--- src/design/otac_pkg.sv ---
// shared types, class codes and helpers for the overlap trim and classify pipeline
package otac_pkg;

    localparam int unsigned COORD_W = 32;
    localparam int unsigned SPAN_W  = 16;
    localparam int unsigned CLASS_W = 3;
    localparam logic [SPAN_W-1:0] DEFAULT_MIN_SPAN = SPAN_W'(84);

    localparam logic [CLASS_W-1:0] CLS_INTERNAL         = CLASS_W'(0);
    localparam logic [CLASS_W-1:0] CLS_QUERY_CONTAINED  = CLASS_W'(1);
    localparam logic [CLASS_W-1:0] CLS_TARGET_CONTAINED = CLASS_W'(2);
    localparam logic [CLASS_W-1:0] CLS_QUERY_TO_TARGET  = CLASS_W'(3);
    localparam logic [CLASS_W-1:0] CLS_TARGET_TO_QUERY  = CLASS_W'(4);

    typedef logic [COORD_W-1:0] t_coord;

    // one input word
    typedef struct packed {
        t_coord query_start;
        t_coord query_stop;
        t_coord target_start;
        t_coord target_stop;
        logic   same_strand;
        t_coord query_region_start;
        t_coord query_region_stop;
        logic   query_dropped;
        t_coord target_region_start;
        t_coord target_region_stop;
        logic   target_dropped;
    } t_overlap;

    // trimmed, clamped overlap handed from trim to measure
    typedef struct packed {
        logic   reject;
        logic   same;
        t_coord qrs;
        t_coord qre;
        t_coord trs;
        t_coord tre;
        t_coord qs;
        t_coord qe;
        t_coord ts;
        t_coord te;
    } t_trimmed;

    // measures handed from measure to class
    typedef struct packed {
        logic   reject;
        t_coord qs;
        t_coord qe;
        t_coord ts;
        t_coord te;
        t_coord ovh;
        t_coord qspan;
        t_coord tspan;
        logic   qb_le_tb;
        logic   qgap_le_tgap;
        logic   tb_le_qb;
        logic   tgap_le_qgap;
        logic   qb_gt_tb;
    } t_measured;

    // one result word
    typedef struct packed {
        logic               kept;
        t_coord             new_query_start;
        t_coord             new_query_stop;
        t_coord             new_target_start;
        t_coord             new_target_stop;
        logic [CLASS_W-1:0] overlap_class;
    } t_result;

    // amount a position lies below the region start
    function automatic t_coord stick_low(input t_coord pos, input t_coord region_start);
        return (pos < region_start) ? (region_start - pos) : '0;
    endfunction

    // amount a position lies above the region stop
    function automatic t_coord stick_high(input t_coord pos, input t_coord region_stop);
        return (pos > region_stop) ? (pos - region_stop) : '0;
    endfunction

    function automatic t_coord min_coord(input t_coord a, input t_coord b);
        return (a < b) ? a : b;
    endfunction

    function automatic t_coord max_coord(input t_coord a, input t_coord b);
        return (a > b) ? a : b;
    endfunction

endpackage

--- src/design/otac_if.sv ---
// valid/ready channel interfaces for overlap input and result words

interface otac_in_if;
    logic                   valid;
    logic                   ready;
    otac_pkg::t_coord       query_start;
    otac_pkg::t_coord       query_stop;
    otac_pkg::t_coord       target_start;
    otac_pkg::t_coord       target_stop;
    logic                   same_strand;
    otac_pkg::t_coord       query_region_start;
    otac_pkg::t_coord       query_region_stop;
    logic                   query_dropped;
    otac_pkg::t_coord       target_region_start;
    otac_pkg::t_coord       target_region_stop;
    logic                   target_dropped;

    modport source (
        output valid, query_start, query_stop, target_start, target_stop, same_strand,
               query_region_start, query_region_stop, query_dropped,
               target_region_start, target_region_stop, target_dropped,
        input  ready
    );
    modport sink (
        input  valid, query_start, query_stop, target_start, target_stop, same_strand,
               query_region_start, query_region_stop, query_dropped,
               target_region_start, target_region_stop, target_dropped,
        output ready
    );
endinterface

interface otac_out_if;
    logic                                  valid;
    logic                                  ready;
    logic                                  kept;
    otac_pkg::t_coord                      new_query_start;
    otac_pkg::t_coord                      new_query_stop;
    otac_pkg::t_coord                      new_target_start;
    otac_pkg::t_coord                      new_target_stop;
    logic [otac_pkg::CLASS_W-1:0]          overlap_class;

    modport source (
        output valid, kept, new_query_start, new_query_stop, new_target_start,
               new_target_stop, overlap_class,
        input  ready
    );
    modport sink (
        input  valid, kept, new_query_start, new_query_stop, new_target_start,
               new_target_stop, overlap_class,
        output ready
    );
endinterface

--- src/design/otac_trim.sv ---
// trim stages: stick-out amounts, shifted coordinates, second miss test and clamp
module otac_trim (
    input  logic                  i_clk,
    input  logic                  i_rst_n,
    input  logic                  i_valid,
    output logic                  o_ready,
    input  otac_pkg::t_overlap    i_data,
    output logic                  o_valid,
    input  logic                  i_ready,
    output otac_pkg::t_trimmed    o_data
);
    import otac_pkg::*;

    typedef struct packed {
        logic   reject;
        logic   same;
        t_coord qrs;
        t_coord qre;
        t_coord trs;
        t_coord tre;
        t_coord qs;
        t_coord qe;
        t_coord ts;
        t_coord te;
        t_coord add_q;
        t_coord sub_q;
        t_coord add_t;
        t_coord sub_t;
    } t_stage_a;

    typedef struct packed {
        logic   reject;
        logic   same;
        t_coord qrs;
        t_coord qre;
        t_coord trs;
        t_coord tre;
        t_coord nqs;
        t_coord nqe;
        t_coord nts;
        t_coord nte;
    } t_stage_b;

    logic     r_va, r_vb, r_vc;
    t_stage_a r_a, n_a;
    t_stage_b r_b, n_b;
    t_trimmed r_c, n_c;
    logic     w_adv_a, w_adv_b, w_adv_c;
    t_coord   w_low_t, w_high_t, w_low_q, w_high_q;

    assign w_adv_c = !r_vc || i_ready;
    assign w_adv_b = !r_vb || w_adv_c;
    assign w_adv_a = !r_va || w_adv_b;
    assign o_ready = w_adv_a;
    assign o_valid = r_vc;
    assign o_data  = r_c;

    // stage a: early reject and strand-dependent stick-out amounts
    always_comb begin
        w_low_t  = stick_low(i_data.target_start, i_data.target_region_start);
        w_high_t = stick_high(i_data.target_stop, i_data.target_region_stop);
        w_low_q  = stick_low(i_data.query_start, i_data.query_region_start);
        w_high_q = stick_high(i_data.query_stop, i_data.query_region_stop);
        n_a.reject = i_data.query_dropped || i_data.target_dropped
                  || (i_data.query_start >= i_data.query_region_stop)
                  || (i_data.query_stop <= i_data.query_region_start)
                  || (i_data.target_start >= i_data.target_region_stop)
                  || (i_data.target_stop <= i_data.target_region_start);
        n_a.same  = i_data.same_strand;
        n_a.qrs   = i_data.query_region_start;
        n_a.qre   = i_data.query_region_stop;
        n_a.trs   = i_data.target_region_start;
        n_a.tre   = i_data.target_region_stop;
        n_a.qs    = i_data.query_start;
        n_a.qe    = i_data.query_stop;
        n_a.ts    = i_data.target_start;
        n_a.te    = i_data.target_stop;
        n_a.add_q = i_data.same_strand ? w_low_t  : w_high_t;
        n_a.sub_q = i_data.same_strand ? w_high_t : w_low_t;
        n_a.add_t = i_data.same_strand ? w_low_q  : w_high_q;
        n_a.sub_t = i_data.same_strand ? w_high_q : w_low_q;
    end

    // stage b: shifted coordinates, wrapping
    always_comb begin
        n_b.reject = r_a.reject;
        n_b.same   = r_a.same;
        n_b.qrs    = r_a.qrs;
        n_b.qre    = r_a.qre;
        n_b.trs    = r_a.trs;
        n_b.tre    = r_a.tre;
        n_b.nqs    = r_a.qs + r_a.add_q;
        n_b.nqe    = r_a.qe - r_a.sub_q;
        n_b.nts    = r_a.ts + r_a.add_t;
        n_b.nte    = r_a.te - r_a.sub_t;
    end

    // stage c: miss test on shifted span, clamp to regions
    always_comb begin
        n_c.reject = r_b.reject
                  || (r_b.nqs >= r_b.qre) || (r_b.nqe <= r_b.qrs)
                  || (r_b.nts >= r_b.tre) || (r_b.nte <= r_b.trs);
        n_c.same = r_b.same;
        n_c.qrs  = r_b.qrs;
        n_c.qre  = r_b.qre;
        n_c.trs  = r_b.trs;
        n_c.tre  = r_b.tre;
        n_c.qs   = max_coord(r_b.nqs, r_b.qrs);
        n_c.qe   = min_coord(r_b.nqe, r_b.qre);
        n_c.ts   = max_coord(r_b.nts, r_b.trs);
        n_c.te   = min_coord(r_b.nte, r_b.tre);
    end

    always_ff @(posedge i_clk) begin
        if (!i_rst_n) begin
            r_va <= 1'b0;
            r_vb <= 1'b0;
            r_vc <= 1'b0;
        end else begin
            if (w_adv_a) r_va <= i_valid;
            if (w_adv_b) r_vb <= r_va;
            if (w_adv_c) r_vc <= r_vb;
        end
        if (w_adv_a && i_valid) r_a <= n_a;
        if (w_adv_b && r_va)    r_b <= n_b;
        if (w_adv_c && r_vb)    r_c <= n_c;
    end

endmodule

--- src/design/otac_measure.sv ---
// measure stages: spans, offsets from region ends, length check and overhang
module otac_measure (
    input  logic                          i_clk,
    input  logic                          i_rst_n,
    input  logic [otac_pkg::SPAN_W-1:0]   i_min_span,
    input  logic                          i_valid,
    output logic                          o_ready,
    input  otac_pkg::t_trimmed            i_data,
    output logic                          o_valid,
    input  logic                          i_ready,
    output otac_pkg::t_measured           o_data
);
    import otac_pkg::*;

    typedef struct packed {
        logic   reject;
        logic   order_bad;
        t_coord qs;
        t_coord qe;
        t_coord ts;
        t_coord te;
        t_coord qb;
        t_coord qgap;
        t_coord tb;
        t_coord tgap;
        t_coord qspan;
        t_coord tspan;
    } t_stage_d;

    logic      r_vd, r_ve;
    t_stage_d  r_d, n_d;
    t_measured r_e, n_e;
    logic      w_adv_d, w_adv_e;
    t_coord    w_min;
    t_coord    w_tail_t, w_head_t;

    assign w_adv_e = !r_ve || i_ready;
    assign w_adv_d = !r_vd || w_adv_e;
    assign o_ready = w_adv_d;
    assign o_valid = r_ve;
    assign o_data  = r_e;
    assign w_min   = t_coord'(i_min_span);

    // stage d: offsets from region ends, target side flipped on reverse strand
    always_comb begin
        w_head_t    = i_data.ts - i_data.trs;
        w_tail_t    = i_data.tre - i_data.te;
        n_d.reject    = i_data.reject;
        n_d.order_bad = (i_data.qs >= i_data.qe) || (i_data.ts >= i_data.te);
        n_d.qs    = i_data.qs;
        n_d.qe    = i_data.qe;
        n_d.ts    = i_data.ts;
        n_d.te    = i_data.te;
        n_d.qb    = i_data.qs - i_data.qrs;
        n_d.qgap  = i_data.qre - i_data.qe;
        n_d.tb    = i_data.same ? w_head_t : w_tail_t;
        n_d.tgap  = i_data.same ? w_tail_t : w_head_t;
        n_d.qspan = i_data.qe - i_data.qs;
        n_d.tspan = i_data.te - i_data.ts;
    end

    // stage e: minimum length test, overhang and class compares
    always_comb begin
        n_e.reject = r_d.reject || r_d.order_bad
                  || (r_d.qspan < w_min) || (r_d.tspan < w_min);
        n_e.qs    = r_d.qs;
        n_e.qe    = r_d.qe;
        n_e.ts    = r_d.ts;
        n_e.te    = r_d.te;
        n_e.ovh   = min_coord(r_d.qb, r_d.tb) + min_coord(r_d.qgap, r_d.tgap);
        n_e.qspan = r_d.qspan;
        n_e.tspan = r_d.tspan;
        n_e.qb_le_tb     = r_d.qb <= r_d.tb;
        n_e.qgap_le_tgap = r_d.qgap <= r_d.tgap;
        n_e.tb_le_qb     = r_d.tb <= r_d.qb;
        n_e.tgap_le_qgap = r_d.tgap <= r_d.qgap;
        n_e.qb_gt_tb     = r_d.qb > r_d.tb;
    end

    always_ff @(posedge i_clk) begin
        if (!i_rst_n) begin
            r_vd <= 1'b0;
            r_ve <= 1'b0;
        end else begin
            if (w_adv_d) r_vd <= i_valid;
            if (w_adv_e) r_ve <= r_vd;
        end
        if (w_adv_d && i_valid) r_d <= n_d;
        if (w_adv_e && r_vd)    r_e <= n_e;
    end

endmodule

--- src/design/otac_class.sv ---
// class stages: span plus overhang sums, 7/8 containment test and result word
module otac_class (
    input  logic                  i_clk,
    input  logic                  i_rst_n,
    input  logic                  i_valid,
    output logic                  o_ready,
    input  otac_pkg::t_measured   i_data,
    output logic                  o_valid,
    input  logic                  i_ready,
    output otac_pkg::t_result     o_data
);
    import otac_pkg::*;

    localparam int unsigned PROD_W = COORD_W + 3;

    typedef struct packed {
        logic   reject;
        t_coord qs;
        t_coord qe;
        t_coord ts;
        t_coord te;
        t_coord qspan;
        t_coord tspan;
        t_coord qsum;
        t_coord tsum;
        logic   qb_le_tb;
        logic   qgap_le_tgap;
        logic   tb_le_qb;
        logic   tgap_le_qgap;
        logic   qb_gt_tb;
    } t_stage_f;

    logic                r_vf, r_vg;
    t_stage_f            r_f, n_f;
    t_result             r_g, n_g;
    logic                w_adv_f, w_adv_g;
    logic [PROD_W-1:0]   w_q8, w_t8, w_q7, w_t7;
    logic                w_internal;
    logic [CLASS_W-1:0]  w_cls;

    assign w_adv_g = !r_vg || i_ready;
    assign w_adv_f = !r_vf || w_adv_g;
    assign o_ready = w_adv_f;
    assign o_valid = r_vg;
    assign o_data  = r_g;

    // stage f: span plus overhang, wrapping at 32 bits
    always_comb begin
        n_f.reject       = i_data.reject;
        n_f.qs           = i_data.qs;
        n_f.qe           = i_data.qe;
        n_f.ts           = i_data.ts;
        n_f.te           = i_data.te;
        n_f.qspan        = i_data.qspan;
        n_f.tspan        = i_data.tspan;
        n_f.qsum         = i_data.qspan + i_data.ovh;
        n_f.tsum         = i_data.tspan + i_data.ovh;
        n_f.qb_le_tb     = i_data.qb_le_tb;
        n_f.qgap_le_tgap = i_data.qgap_le_tgap;
        n_f.tb_le_qb     = i_data.tb_le_qb;
        n_f.tgap_le_qgap = i_data.tgap_le_qgap;
        n_f.qb_gt_tb     = i_data.qb_gt_tb;
    end

    // stage g: 8*span against 7*sum, exact in 35 bits
    always_comb begin
        w_q8 = {r_f.qspan, 3'b000};
        w_t8 = {r_f.tspan, 3'b000};
        w_q7 = {r_f.qsum, 3'b000} - PROD_W'(r_f.qsum);
        w_t7 = {r_f.tsum, 3'b000} - PROD_W'(r_f.tsum);
        w_internal = (w_q8 < w_q7) || (w_t8 < w_t7);
        if (w_internal) begin
            w_cls = CLS_INTERNAL;
        end else if (r_f.qb_le_tb && r_f.qgap_le_tgap) begin
            w_cls = CLS_QUERY_CONTAINED;
        end else if (r_f.tb_le_qb && r_f.tgap_le_qgap) begin
            w_cls = CLS_TARGET_CONTAINED;
        end else if (r_f.qb_gt_tb) begin
            w_cls = CLS_QUERY_TO_TARGET;
        end else begin
            w_cls = CLS_TARGET_TO_QUERY;
        end
        if (r_f.reject) begin
            n_g = '0;
        end else begin
            n_g.kept             = 1'b1;
            n_g.new_query_start  = r_f.qs;
            n_g.new_query_stop   = r_f.qe;
            n_g.new_target_start = r_f.ts;
            n_g.new_target_stop  = r_f.te;
            n_g.overlap_class    = w_cls;
        end
    end

    always_ff @(posedge i_clk) begin
        if (!i_rst_n) begin
            r_vf <= 1'b0;
            r_vg <= 1'b0;
        end else begin
            if (w_adv_f) r_vf <= i_valid;
            if (w_adv_g) r_vg <= r_vf;
        end
        if (w_adv_f && i_valid) r_f <= n_f;
        if (w_adv_g && r_vf)    r_g <= n_g;
    end

endmodule

--- src/design/overlap_trim_and_classify.sv ---
// top level of the overlap trim and classify pipeline
// overlap trim and classify: one overlap word in, one result word out, in order.
// throughput is one word per clock while o_out does not stall, through the seven
// register stages (three trim, two measure, two class). every stage has its own
// valid bit and takes a new word whenever it is empty or its successor moves, so
// bubbles collapse and a stall on o_out backs up stage by stage without losing or
// repeating anything; i_in.ready stays high while the pipeline still has an empty
// stage. a rejected overlap (dropped read, miss of a valid region, empty or inverted
// clamped span, span under min_overlap_span) comes out with kept low and all
// coordinates and the class at zero. min_overlap_span resets to 84 and should only
// be written while the pipeline is empty.
module overlap_trim_and_classify #(
    parameter logic [otac_pkg::SPAN_W-1:0] MIN_SPAN_RESET = otac_pkg::DEFAULT_MIN_SPAN
) (
    input  logic                          i_clk,
    input  logic                          i_rst_n,
    input  logic                          i_cfg_wr_en,
    input  logic [otac_pkg::SPAN_W-1:0]   i_cfg_wr_data,
    otac_in_if.sink                       i_in,
    otac_out_if.source                    o_out
);
    import otac_pkg::*;

    logic [SPAN_W-1:0] r_min_span;
    t_overlap          w_in_word;
    t_trimmed          w_trim_data;
    t_measured         w_meas_data;
    t_result           w_res_data;
    logic              w_trim_valid, w_trim_ready;
    logic              w_meas_valid, w_meas_ready;

    // minimum span register; the user must write it only when idle, the block does not enforce it
    always_ff @(posedge i_clk) begin
        if (!i_rst_n) begin
            r_min_span <= MIN_SPAN_RESET;
        end else if (i_cfg_wr_en) begin
            r_min_span <= i_cfg_wr_data;
        end
    end

    // gather the input word into one bundle
    always_comb begin
        w_in_word.query_start         = i_in.query_start;
        w_in_word.query_stop          = i_in.query_stop;
        w_in_word.target_start        = i_in.target_start;
        w_in_word.target_stop         = i_in.target_stop;
        w_in_word.same_strand         = i_in.same_strand;
        w_in_word.query_region_start  = i_in.query_region_start;
        w_in_word.query_region_stop   = i_in.query_region_stop;
        w_in_word.query_dropped       = i_in.query_dropped;
        w_in_word.target_region_start = i_in.target_region_start;
        w_in_word.target_region_stop  = i_in.target_region_stop;
        w_in_word.target_dropped      = i_in.target_dropped;
    end

    // stick-out, shift and clamp
    otac_trim u_trim (
        .i_clk   (i_clk),
        .i_rst_n (i_rst_n),
        .i_valid (i_in.valid),
        .o_ready (i_in.ready),
        .i_data  (w_in_word),
        .o_valid (w_trim_valid),
        .i_ready (w_trim_ready),
        .o_data  (w_trim_data)
    );

    // spans, length check, overhang
    otac_measure u_measure (
        .i_clk      (i_clk),
        .i_rst_n    (i_rst_n),
        .i_min_span (r_min_span),
        .i_valid    (w_trim_valid),
        .o_ready    (w_trim_ready),
        .i_data     (w_trim_data),
        .o_valid    (w_meas_valid),
        .i_ready    (w_meas_ready),
        .o_data     (w_meas_data)
    );

    // containment test and final result register
    otac_class u_class (
        .i_clk   (i_clk),
        .i_rst_n (i_rst_n),
        .i_valid (w_meas_valid),
        .o_ready (w_meas_ready),
        .i_data  (w_meas_data),
        .o_valid (o_out.valid),
        .i_ready (o_out.ready),
        .o_data  (w_res_data)
    );

    // spread the result word onto the output channel
    assign o_out.kept             = w_res_data.kept;
    assign o_out.new_query_start  = w_res_data.new_query_start;
    assign o_out.new_query_stop   = w_res_data.new_query_stop;
    assign o_out.new_target_start = w_res_data.new_target_start;
    assign o_out.new_target_stop  = w_res_data.new_target_stop;
    assign o_out.overlap_class    = w_res_data.overlap_class;

endmodule
--- src/flat_wrapper.sv ---
// flat-port wrapper written by rule: the top's interface ports become plain ports
module overlap_trim_and_classify_flat import otac_pkg::*;
#(
    parameter logic [otac_pkg::SPAN_W-1:0] MIN_SPAN_RESET = otac_pkg::DEFAULT_MIN_SPAN
)
  (i_clk, i_rst_n, i_cfg_wr_en, i_cfg_wr_data, i_in_valid, i_in_query_start, i_in_query_stop, i_in_target_start, i_in_target_stop, i_in_same_strand, i_in_query_region_start, i_in_query_region_stop, i_in_query_dropped, i_in_target_region_start, i_in_target_region_stop, i_in_target_dropped, i_in_ready, o_out_valid, o_out_kept, o_out_new_query_start, o_out_new_query_stop, o_out_new_target_start, o_out_new_target_stop, o_out_overlap_class, o_out_ready);
  otac_in_if i_in_i ();
  otac_out_if o_out_i ();
  input  logic i_clk;
  input  logic i_rst_n;
  input  logic i_cfg_wr_en;
  input  logic [otac_pkg::SPAN_W-1:0] i_cfg_wr_data;
  input wire logic [$bits(i_in_i.valid)-1:0] i_in_valid;
  input wire logic [$bits(i_in_i.query_start)-1:0] i_in_query_start;
  input wire logic [$bits(i_in_i.query_stop)-1:0] i_in_query_stop;
  input wire logic [$bits(i_in_i.target_start)-1:0] i_in_target_start;
  input wire logic [$bits(i_in_i.target_stop)-1:0] i_in_target_stop;
  input wire logic [$bits(i_in_i.same_strand)-1:0] i_in_same_strand;
  input wire logic [$bits(i_in_i.query_region_start)-1:0] i_in_query_region_start;
  input wire logic [$bits(i_in_i.query_region_stop)-1:0] i_in_query_region_stop;
  input wire logic [$bits(i_in_i.query_dropped)-1:0] i_in_query_dropped;
  input wire logic [$bits(i_in_i.target_region_start)-1:0] i_in_target_region_start;
  input wire logic [$bits(i_in_i.target_region_stop)-1:0] i_in_target_region_stop;
  input wire logic [$bits(i_in_i.target_dropped)-1:0] i_in_target_dropped;
  output wire logic [$bits(i_in_i.ready)-1:0] i_in_ready;
  output wire logic [$bits(o_out_i.valid)-1:0] o_out_valid;
  output wire logic [$bits(o_out_i.kept)-1:0] o_out_kept;
  output wire logic [$bits(o_out_i.new_query_start)-1:0] o_out_new_query_start;
  output wire logic [$bits(o_out_i.new_query_stop)-1:0] o_out_new_query_stop;
  output wire logic [$bits(o_out_i.new_target_start)-1:0] o_out_new_target_start;
  output wire logic [$bits(o_out_i.new_target_stop)-1:0] o_out_new_target_stop;
  output wire logic [$bits(o_out_i.overlap_class)-1:0] o_out_overlap_class;
  input wire logic [$bits(o_out_i.ready)-1:0] o_out_ready;
  assign i_in_i.valid = i_in_valid;
  assign i_in_i.query_start = i_in_query_start;
  assign i_in_i.query_stop = i_in_query_stop;
  assign i_in_i.target_start = i_in_target_start;
  assign i_in_i.target_stop = i_in_target_stop;
  assign i_in_i.same_strand = i_in_same_strand;
  assign i_in_i.query_region_start = i_in_query_region_start;
  assign i_in_i.query_region_stop = i_in_query_region_stop;
  assign i_in_i.query_dropped = i_in_query_dropped;
  assign i_in_i.target_region_start = i_in_target_region_start;
  assign i_in_i.target_region_stop = i_in_target_region_stop;
  assign i_in_i.target_dropped = i_in_target_dropped;
  assign i_in_ready = i_in_i.ready;
  assign o_out_valid = o_out_i.valid;
  assign o_out_kept = o_out_i.kept;
  assign o_out_new_query_start = o_out_i.new_query_start;
  assign o_out_new_query_stop = o_out_i.new_query_stop;
  assign o_out_new_target_start = o_out_i.new_target_start;
  assign o_out_new_target_stop = o_out_i.new_target_stop;
  assign o_out_overlap_class = o_out_i.overlap_class;
  assign o_out_i.ready = o_out_ready;
  overlap_trim_and_classify #(.MIN_SPAN_RESET(MIN_SPAN_RESET)) u_core (.i_clk(i_clk), .i_rst_n(i_rst_n), .i_cfg_wr_en(i_cfg_wr_en), .i_cfg_wr_data(i_cfg_wr_data), .i_in(i_in_i), .o_out(o_out_i));
endmodule
--- config.mk ---
export PLATFORM = sky130hd
export DESIGN_NAME = overlap_trim_and_classify_flat
export DESIGN_NICKNAME = d
export VERILOG_FILES = /design/src/design/otac_pkg.sv /design/src/design/otac_if.sv /design/src/design/otac_trim.sv /design/src/design/otac_measure.sv /design/src/design/otac_class.sv /design/src/design/overlap_trim_and_classify.sv /design/src/flat_wrapper.sv
export SDC_FILE = /design/constraint.sdc
export NUM_CORES = 2
export LEC_CHECK = 0
export BUFFER_PORTS_ARGS = -buffer_cell sky130_fd_sc_hd__buf_2
export CORE_UTILIZATION = 64
export DETAILED_ROUTE_END_ITERATION = 6
export PLACE_DENSITY = 0.84
export SLEW_MARGIN = 20
export SYNTH_ARGS = -nofsm -noshare
export SYNTH_HDL_FRONTEND = slang
export SYNTH_SLANG_ARGS = --single-unit
export TNS_END_PERCENT = 30
--- constraint.sdc ---
create_clock -name i_clk -period 67.9 [get_ports i_clk]
set_clock_uncertainty 0.05 [all_clocks]
set_input_delay 3.395 -clock i_clk [delete_from_list [all_inputs] [get_ports i_clk]]
set_output_delay 3.395 -clock i_clk [all_outputs]
set_load 0.01 [all_outputs]
-- Yosys cells after proc, flatten, opt, wreduce, memory -nomap -nowiden
Cells that the tools add are included.
- flip-flop bits (word level): 1871
- input bits: 280
- output and inout bits: 134
- logic and storage cells: 198
- magnitude comparators: 29
- muxes and demuxes: 21
- add/sub/neg operators: 19
- reduce and logical (&&, ||, !) cells: 40
- operators with widths (operator ; count):
    $mux 32 ; 16
    $sub 32x32->32 ; 12
    $le 32x32->1 ; 8
    $ge 32x32->1 ; 6
    $lt 32x32->1 ; 6
    $add 32x32->32 ; 5
    $gt 32x32->1 ; 5
    $mux 132 ; 1
    $lt 35x35->1 ; 2
    $sub 35x32->35 ; 2
    $lt 32x16->1 ; 2
    $logic_or 1x1->1 ; 21
    $mux 3 ; 4
    $logic_and 1x1->1 ; 9
    $logic_not 1->1 ; 7
    $reduce_or 4->1 ; 1
    $reduce_or 3->1 ; 1
    $reduce_or 2->1 ; 1

-- Logic depth before layout (Yosys ltp)
- depth in word-level cells: 9
- depth in mapped cells: 26
- mapped depth without buffers: 24

-- Cells and area by module
From an unflattened synthesis, not the netlist that was laid out.
- cells, all modules: 8814
- area, all modules: 105307.2 µm²
- by module, submodules not included (module ; area each (µm²) ; seq. area each (µm²) ; cells an instance ; times used):
    otac_trim ; 52379.0 ; 27146.0 ; 4381 ; 1
    otac_measure ; 31843.0 ; 16615.9 ; 2763 ; 1
    otac_class ; 20477.1 ; 11871.4 ; 1619 ; 1
    overlap_trim_and_classify ; 608.1 ; 320.3 ; 51 ; 1

-- Worst setup path before layout
Ideal clock, no wire load.
- path kind: input-to-reg
- start: input o_out_ready
- end: register u_core.u_trim.r_a (netlist bit u_core.u_trim.n_b[128]), enable pin
- buffers on the path: 0
- arrival time: 22.578 ns
- stages on the path: 5
- required time: 66.588 ns
- slack: 44.010 ns
- library setup time: 1.262 ns
- path through: nor2b_1 > and3_1 > and2_1 > and3_1 > a21oi_1
- longest elaborated chain between the ends: 8
- RTL lines (what ; line ; source):
    start, declared ; flat_wrapper.sv:33 ; input wire logic [$bits(o_out_i.ready)-1:0] o_out_ready;
    $logic_or 1x1->1 ; otac_class.sv:41 ; assign w_adv_g = !r_vg || i_ready;
    $logic_or 1x1->1 ; otac_class.sv:42 ; assign w_adv_f = !r_vf || w_adv_g;
    $logic_or 1x1->1 ; otac_measure.sv:37 ; assign w_adv_e = !r_ve || i_ready;
    $logic_or 1x1->1 ; otac_measure.sv:38 ; assign w_adv_d = !r_vd || w_adv_e;
    $logic_or 1x1->1 ; otac_trim.sv:51 ; assign w_adv_c = !r_vc || i_ready;
    $logic_or 1x1->1 ; otac_trim.sv:52 ; assign w_adv_b = !r_vb || w_adv_c;
    $logic_or 1x1->1 ; otac_trim.sv:53 ; assign w_adv_a = !r_va || w_adv_b;
    $logic_and 1x1->1 ; otac_trim.sv:124 ; if (w_adv_a && i_valid) r_a <= n_a;
    end signal, assigned ; otac_trim.sv:124 ;
    end, declared ; otac_trim.sv:45 ; t_stage_a r_a, n_a;
No other way between the ends.
A chain may end at the register's enable or synchronous reset.

-- Final worst setup path
- start: input o_out_ready
- end: output i_in_ready
- longest elaborated chain between the ends: 7
- RTL lines (what ; line ; source):
    $logic_or 1x1->1 ; otac_class.sv:41 ;
    $logic_or 1x1->1 ; otac_class.sv:42 ;
    $logic_or 1x1->1 ; otac_measure.sv:37 ;
    $logic_or 1x1->1 ; otac_measure.sv:38 ;
    $logic_or 1x1->1 ; otac_trim.sv:51 ;
    $logic_or 1x1->1 ; otac_trim.sv:52 ;
    $logic_or 1x1->1 ; otac_trim.sv:53 ;
    end, declared ; flat_wrapper.sv:25 ; output wire logic [$bits(i_in_i.ready)-1:0] i_in_ready;
No other way between the ends.

==> results.yml <==
clocking:
  cts_tree: "yes"
  htreeDepth: 4
  root_buffer: "clkbuf_16"
  clkLatencyLatePin_ns: 0.85
  cts_made_buffers: 189
  ctsHoldBuffers: 0
  clk_pin_slew_ns: 0.07
  cts_resized: 0
  clock-sinks: 1871
  cts_setup_buffers: 0
  cts_buffer_depth: 3
synth:
  yosysMostFrequentCell: "edfxtp_1"
  synth_top_area_share_pct: 53.01
  synth_area_um2: 104700
  yosysSeqAreaShare_pct: 53.45
  synth_edf_count: 1848
  syn_avg_cell_area_um2: 12.07
  synth_ff_type: "edfxtp_1"
  ys_ff_latch: 1871
  yosysTopAreaCell: "edfxtp_1"
  synthArstFlopShare_pct: 0
  synth.area.top_cells: "edfxtp_1, ha_1, inv_1, xnor2_1, a21oi_1"
  synth_common_cells: "edfxtp_1, ha_1, inv_1, a21oi_1, o21ai_0"
  ys_warn_count: 0
  synth_nets: 10110
  synth_cell_types: 99
  synthCells: 8676
sta:
  final_max_slew_viol_count: 0
  tightest_slew_ns: 1.151
  setup_tns_ns: 0
  hold_viol: 0
  min_period_ns: 8.752
  post-route-period-util_pct: 12.89
  setup_viol: 0
  grt_setup_unrepaired: "false"
  max-slew-margin-rel_pct: 23.06
  fmax_mhz: 114.3
  holdWs_ns: 0.3523
run_status:
  failed_checks: "DRC"
  status: "finished with violations"
floorplan:
  die_y_um: 406.5
  die_x_um: 406.5
  top_level_ports: 414
  start_util_pct: 64.39
  die_area_um2: 165200
  core-area_um2: 162600
  rows: 148
routing:
  antenna_left: 0
  dr.pass1.iters: 7
  drt_iter0_markers: 8235
  vias: 73190
  drc: 6
  vias_per_cell: 6.341
  wl_per_cell_um: 27.10
  routed_wl_um: 312800
placement:
  placed_area_um2: 109400
  dp_hpwl_um: 251200
  dp.cells: 11180
  gp_congestion: 1.108
  io_buffers: 413
worst_hold_path:
  hp-class: "reg2reg"
  worstHoldEndpoint: "u_core.u_class.r_f[3]$_DFFE_PP_"
  hold_start: "u_core.u_measure.o_data[3]$_DFFE_PP_"
  min_delay_path_depth: 0
finish:
  finalNonFillerCells: 11540
  area_growth_syn_to_layout_pct: 10.37
  final_layout_size_suffix_gt1_share_pct: 11.54
  final_cell_area_um2: 115600
  final_nets: 10630
global_route:
  grt_start_max_net_pins: 175
  antenna_found_initial: 17
  overflow: 0
  grt_pass1_vias: 70210
  grtUsageTotal_pct: 37.63
  grt_pass1_wl_um: 447100
worst_setup_path:
  crit_arrival_ns: 5.31
  worstRegToRegCells: 19
  r2r_slack_ns: 61.51
  crit_path_end_kind: "output port"
  crit_required_ns: 64.45
  worst_r2r_startpoint: "u_core.u_measure.r_d[126]$_DFFE_PP_"
  crit_type: "in2out"
  crit_path_start_kind: "primary input"
  r2r_end: "u_core.u_measure.o_data[99]$_DFFE_PP_"
  crit_fanout: 5
power:
  power.density_nw_per_um2: 24.78
  ir_drop_mv: 0.02577
  p_leak_nw: 47.02
run:
  cap_violations: 0
## cell type report
class                      count  area [µm²]
inverter                     892        3348
tap                         2175        2721
timing repair buffer         453        2387
sequential                  1871       55950
fill                       11080       47030
antenna                       13       32.53
clock buffer                 212        4868
clock inverter               132        1230
multi-input combinational   5794       45010
## registers in the layout, summed over array words and instances, names as in the netlist
| signal | flops |
|---|---|
| u_core.u_trim.r_a | 256 |
| u_core.u_trim.n_c | 129 |
| u_core.u_measure.r_d | 130 |
| u_core.u_trim.o_data | 258 |
| u_core.u_class.o_data | 132 |
| u_core.u_class.o_valid | 1 |
| u_core.u_trim.o_valid | 1 |
| u_core.u_class.r_f | 262 |
| u_core.u_measure.o_valid | 1 |
| u_core.u_class.r_vf | 1 |
| u_core.u_trim.r_va | 1 |
| u_core.u_measure.o_data | 230 |
| u_core.u_trim.r_b | 129 |
| u_core.u_trim.n_b | 130 |
| u_core.u_measure.n_e | 192 |
| u_core.u_measure.r_vd | 1 |
| u_core.r_min_span | 16 |
| u_core.u_trim.r_vb | 1 |
## logic make-up (layout without fill, tap and decap cells)
group	Yosys count	in the layout	share of synthesized area, %
AOI/OAI and AO/OA	2125	2125	13.15
xor gates and xnor gates	536	536	4.484
adders and majority gates	1150	1150	13.87
buffers and inverters	1011	1689	3.680
DFF	1871	1871	53.45
muxes	261	261	2.875
other	0	13	0
and+or+nand+nor	1722	1722	8.501
## power by group
group / leakage (nW) / switching, mW / internal, mW / total, mW
logic: 27.1 / 0.273 / 0.176 / 0.449
registers: 17.0 / 0.0566 / 1.33 / 1.39
clock network: 2.93 / 0.455 / 0.573 / 1.03
## per-layer routing
metal / vias up / share of wire [%] / global-route usage (%)
met5: - / 0 / 0
met4: 0 / 8.3 / 26.29
met3: 777 / 8.2 / 5.513
met2: 3881 / 44 / 58.69
met1: 35140 / 39 / 48.68
li1: 33380 / - / -
## cells in the final DEF (no fill, tap or decap), types with 33 or more instances in the layout
master / count
edfxtp_1: 1848
ha_1: 1133
inv_1: 891
a21oi_1: 624
buf_2: 413
o21ai_0: 402
xnor2_1: 366
a21o_1: 364
nor2_1: 338
nand2_1: 333
nor2b_1: 271
mux2_2: 197
nand3_1: 191
clkbuf_16: 191
xor2_1: 170
nand4_1: 147
nand2b_1: 113
o21a_1: 97
o21bai_1: 88
nor3_1: 78
a211oi_1: 67
and3_1: 64
a31oi_1: 62
o22ai_1: 47
o31ai_1: 40
clkinv_2: 39
and2_1: 38
o211ai_1: 37
buf_4: 37
nor4_1: 35
mux2i_1: 33
## through the flow
step / utilization (%) / power [mW] / setup slack [ns]
floorplan: - / 1.690 / 44.01
global placement: 67.29 / 1.831 / 59.24
detailed placement: 67.29 / 1.843 / 59.22
CTS: 71.04 / 2.858 / 59.18
global route: 71.06 / 2.946 / 59.09
finish: 71.07 / 2.864 / 59.15
## worst max-delay path, cell delays in order
cell and delay (ns):
buf_2 0.11, nor2b_1 0.24, buf_4 0.22, and3_1 0.25, and2_1 0.34, and3_1 0.45
nand2_1 0.14, buf_2 0.16
## how the worst max path moves through the flow
stage,startpoint,end,cells past startpoint
3_5_place_dp,o_out_ready,i_in_ready,8
2_1_floorplan,o_out_ready,u_core.u_trim.n_b[128]$_DFFE_PP_,5
4_1_cts,o_out_ready,i_in_ready,8
3_3_place_gp,o_out_ready,i_in_ready,8
5_1_grt,o_out_ready,i_in_ready,8
6_report,o_out_ready,i_in_ready,8
No activity file was read; power rests on OpenSTA's default activity.
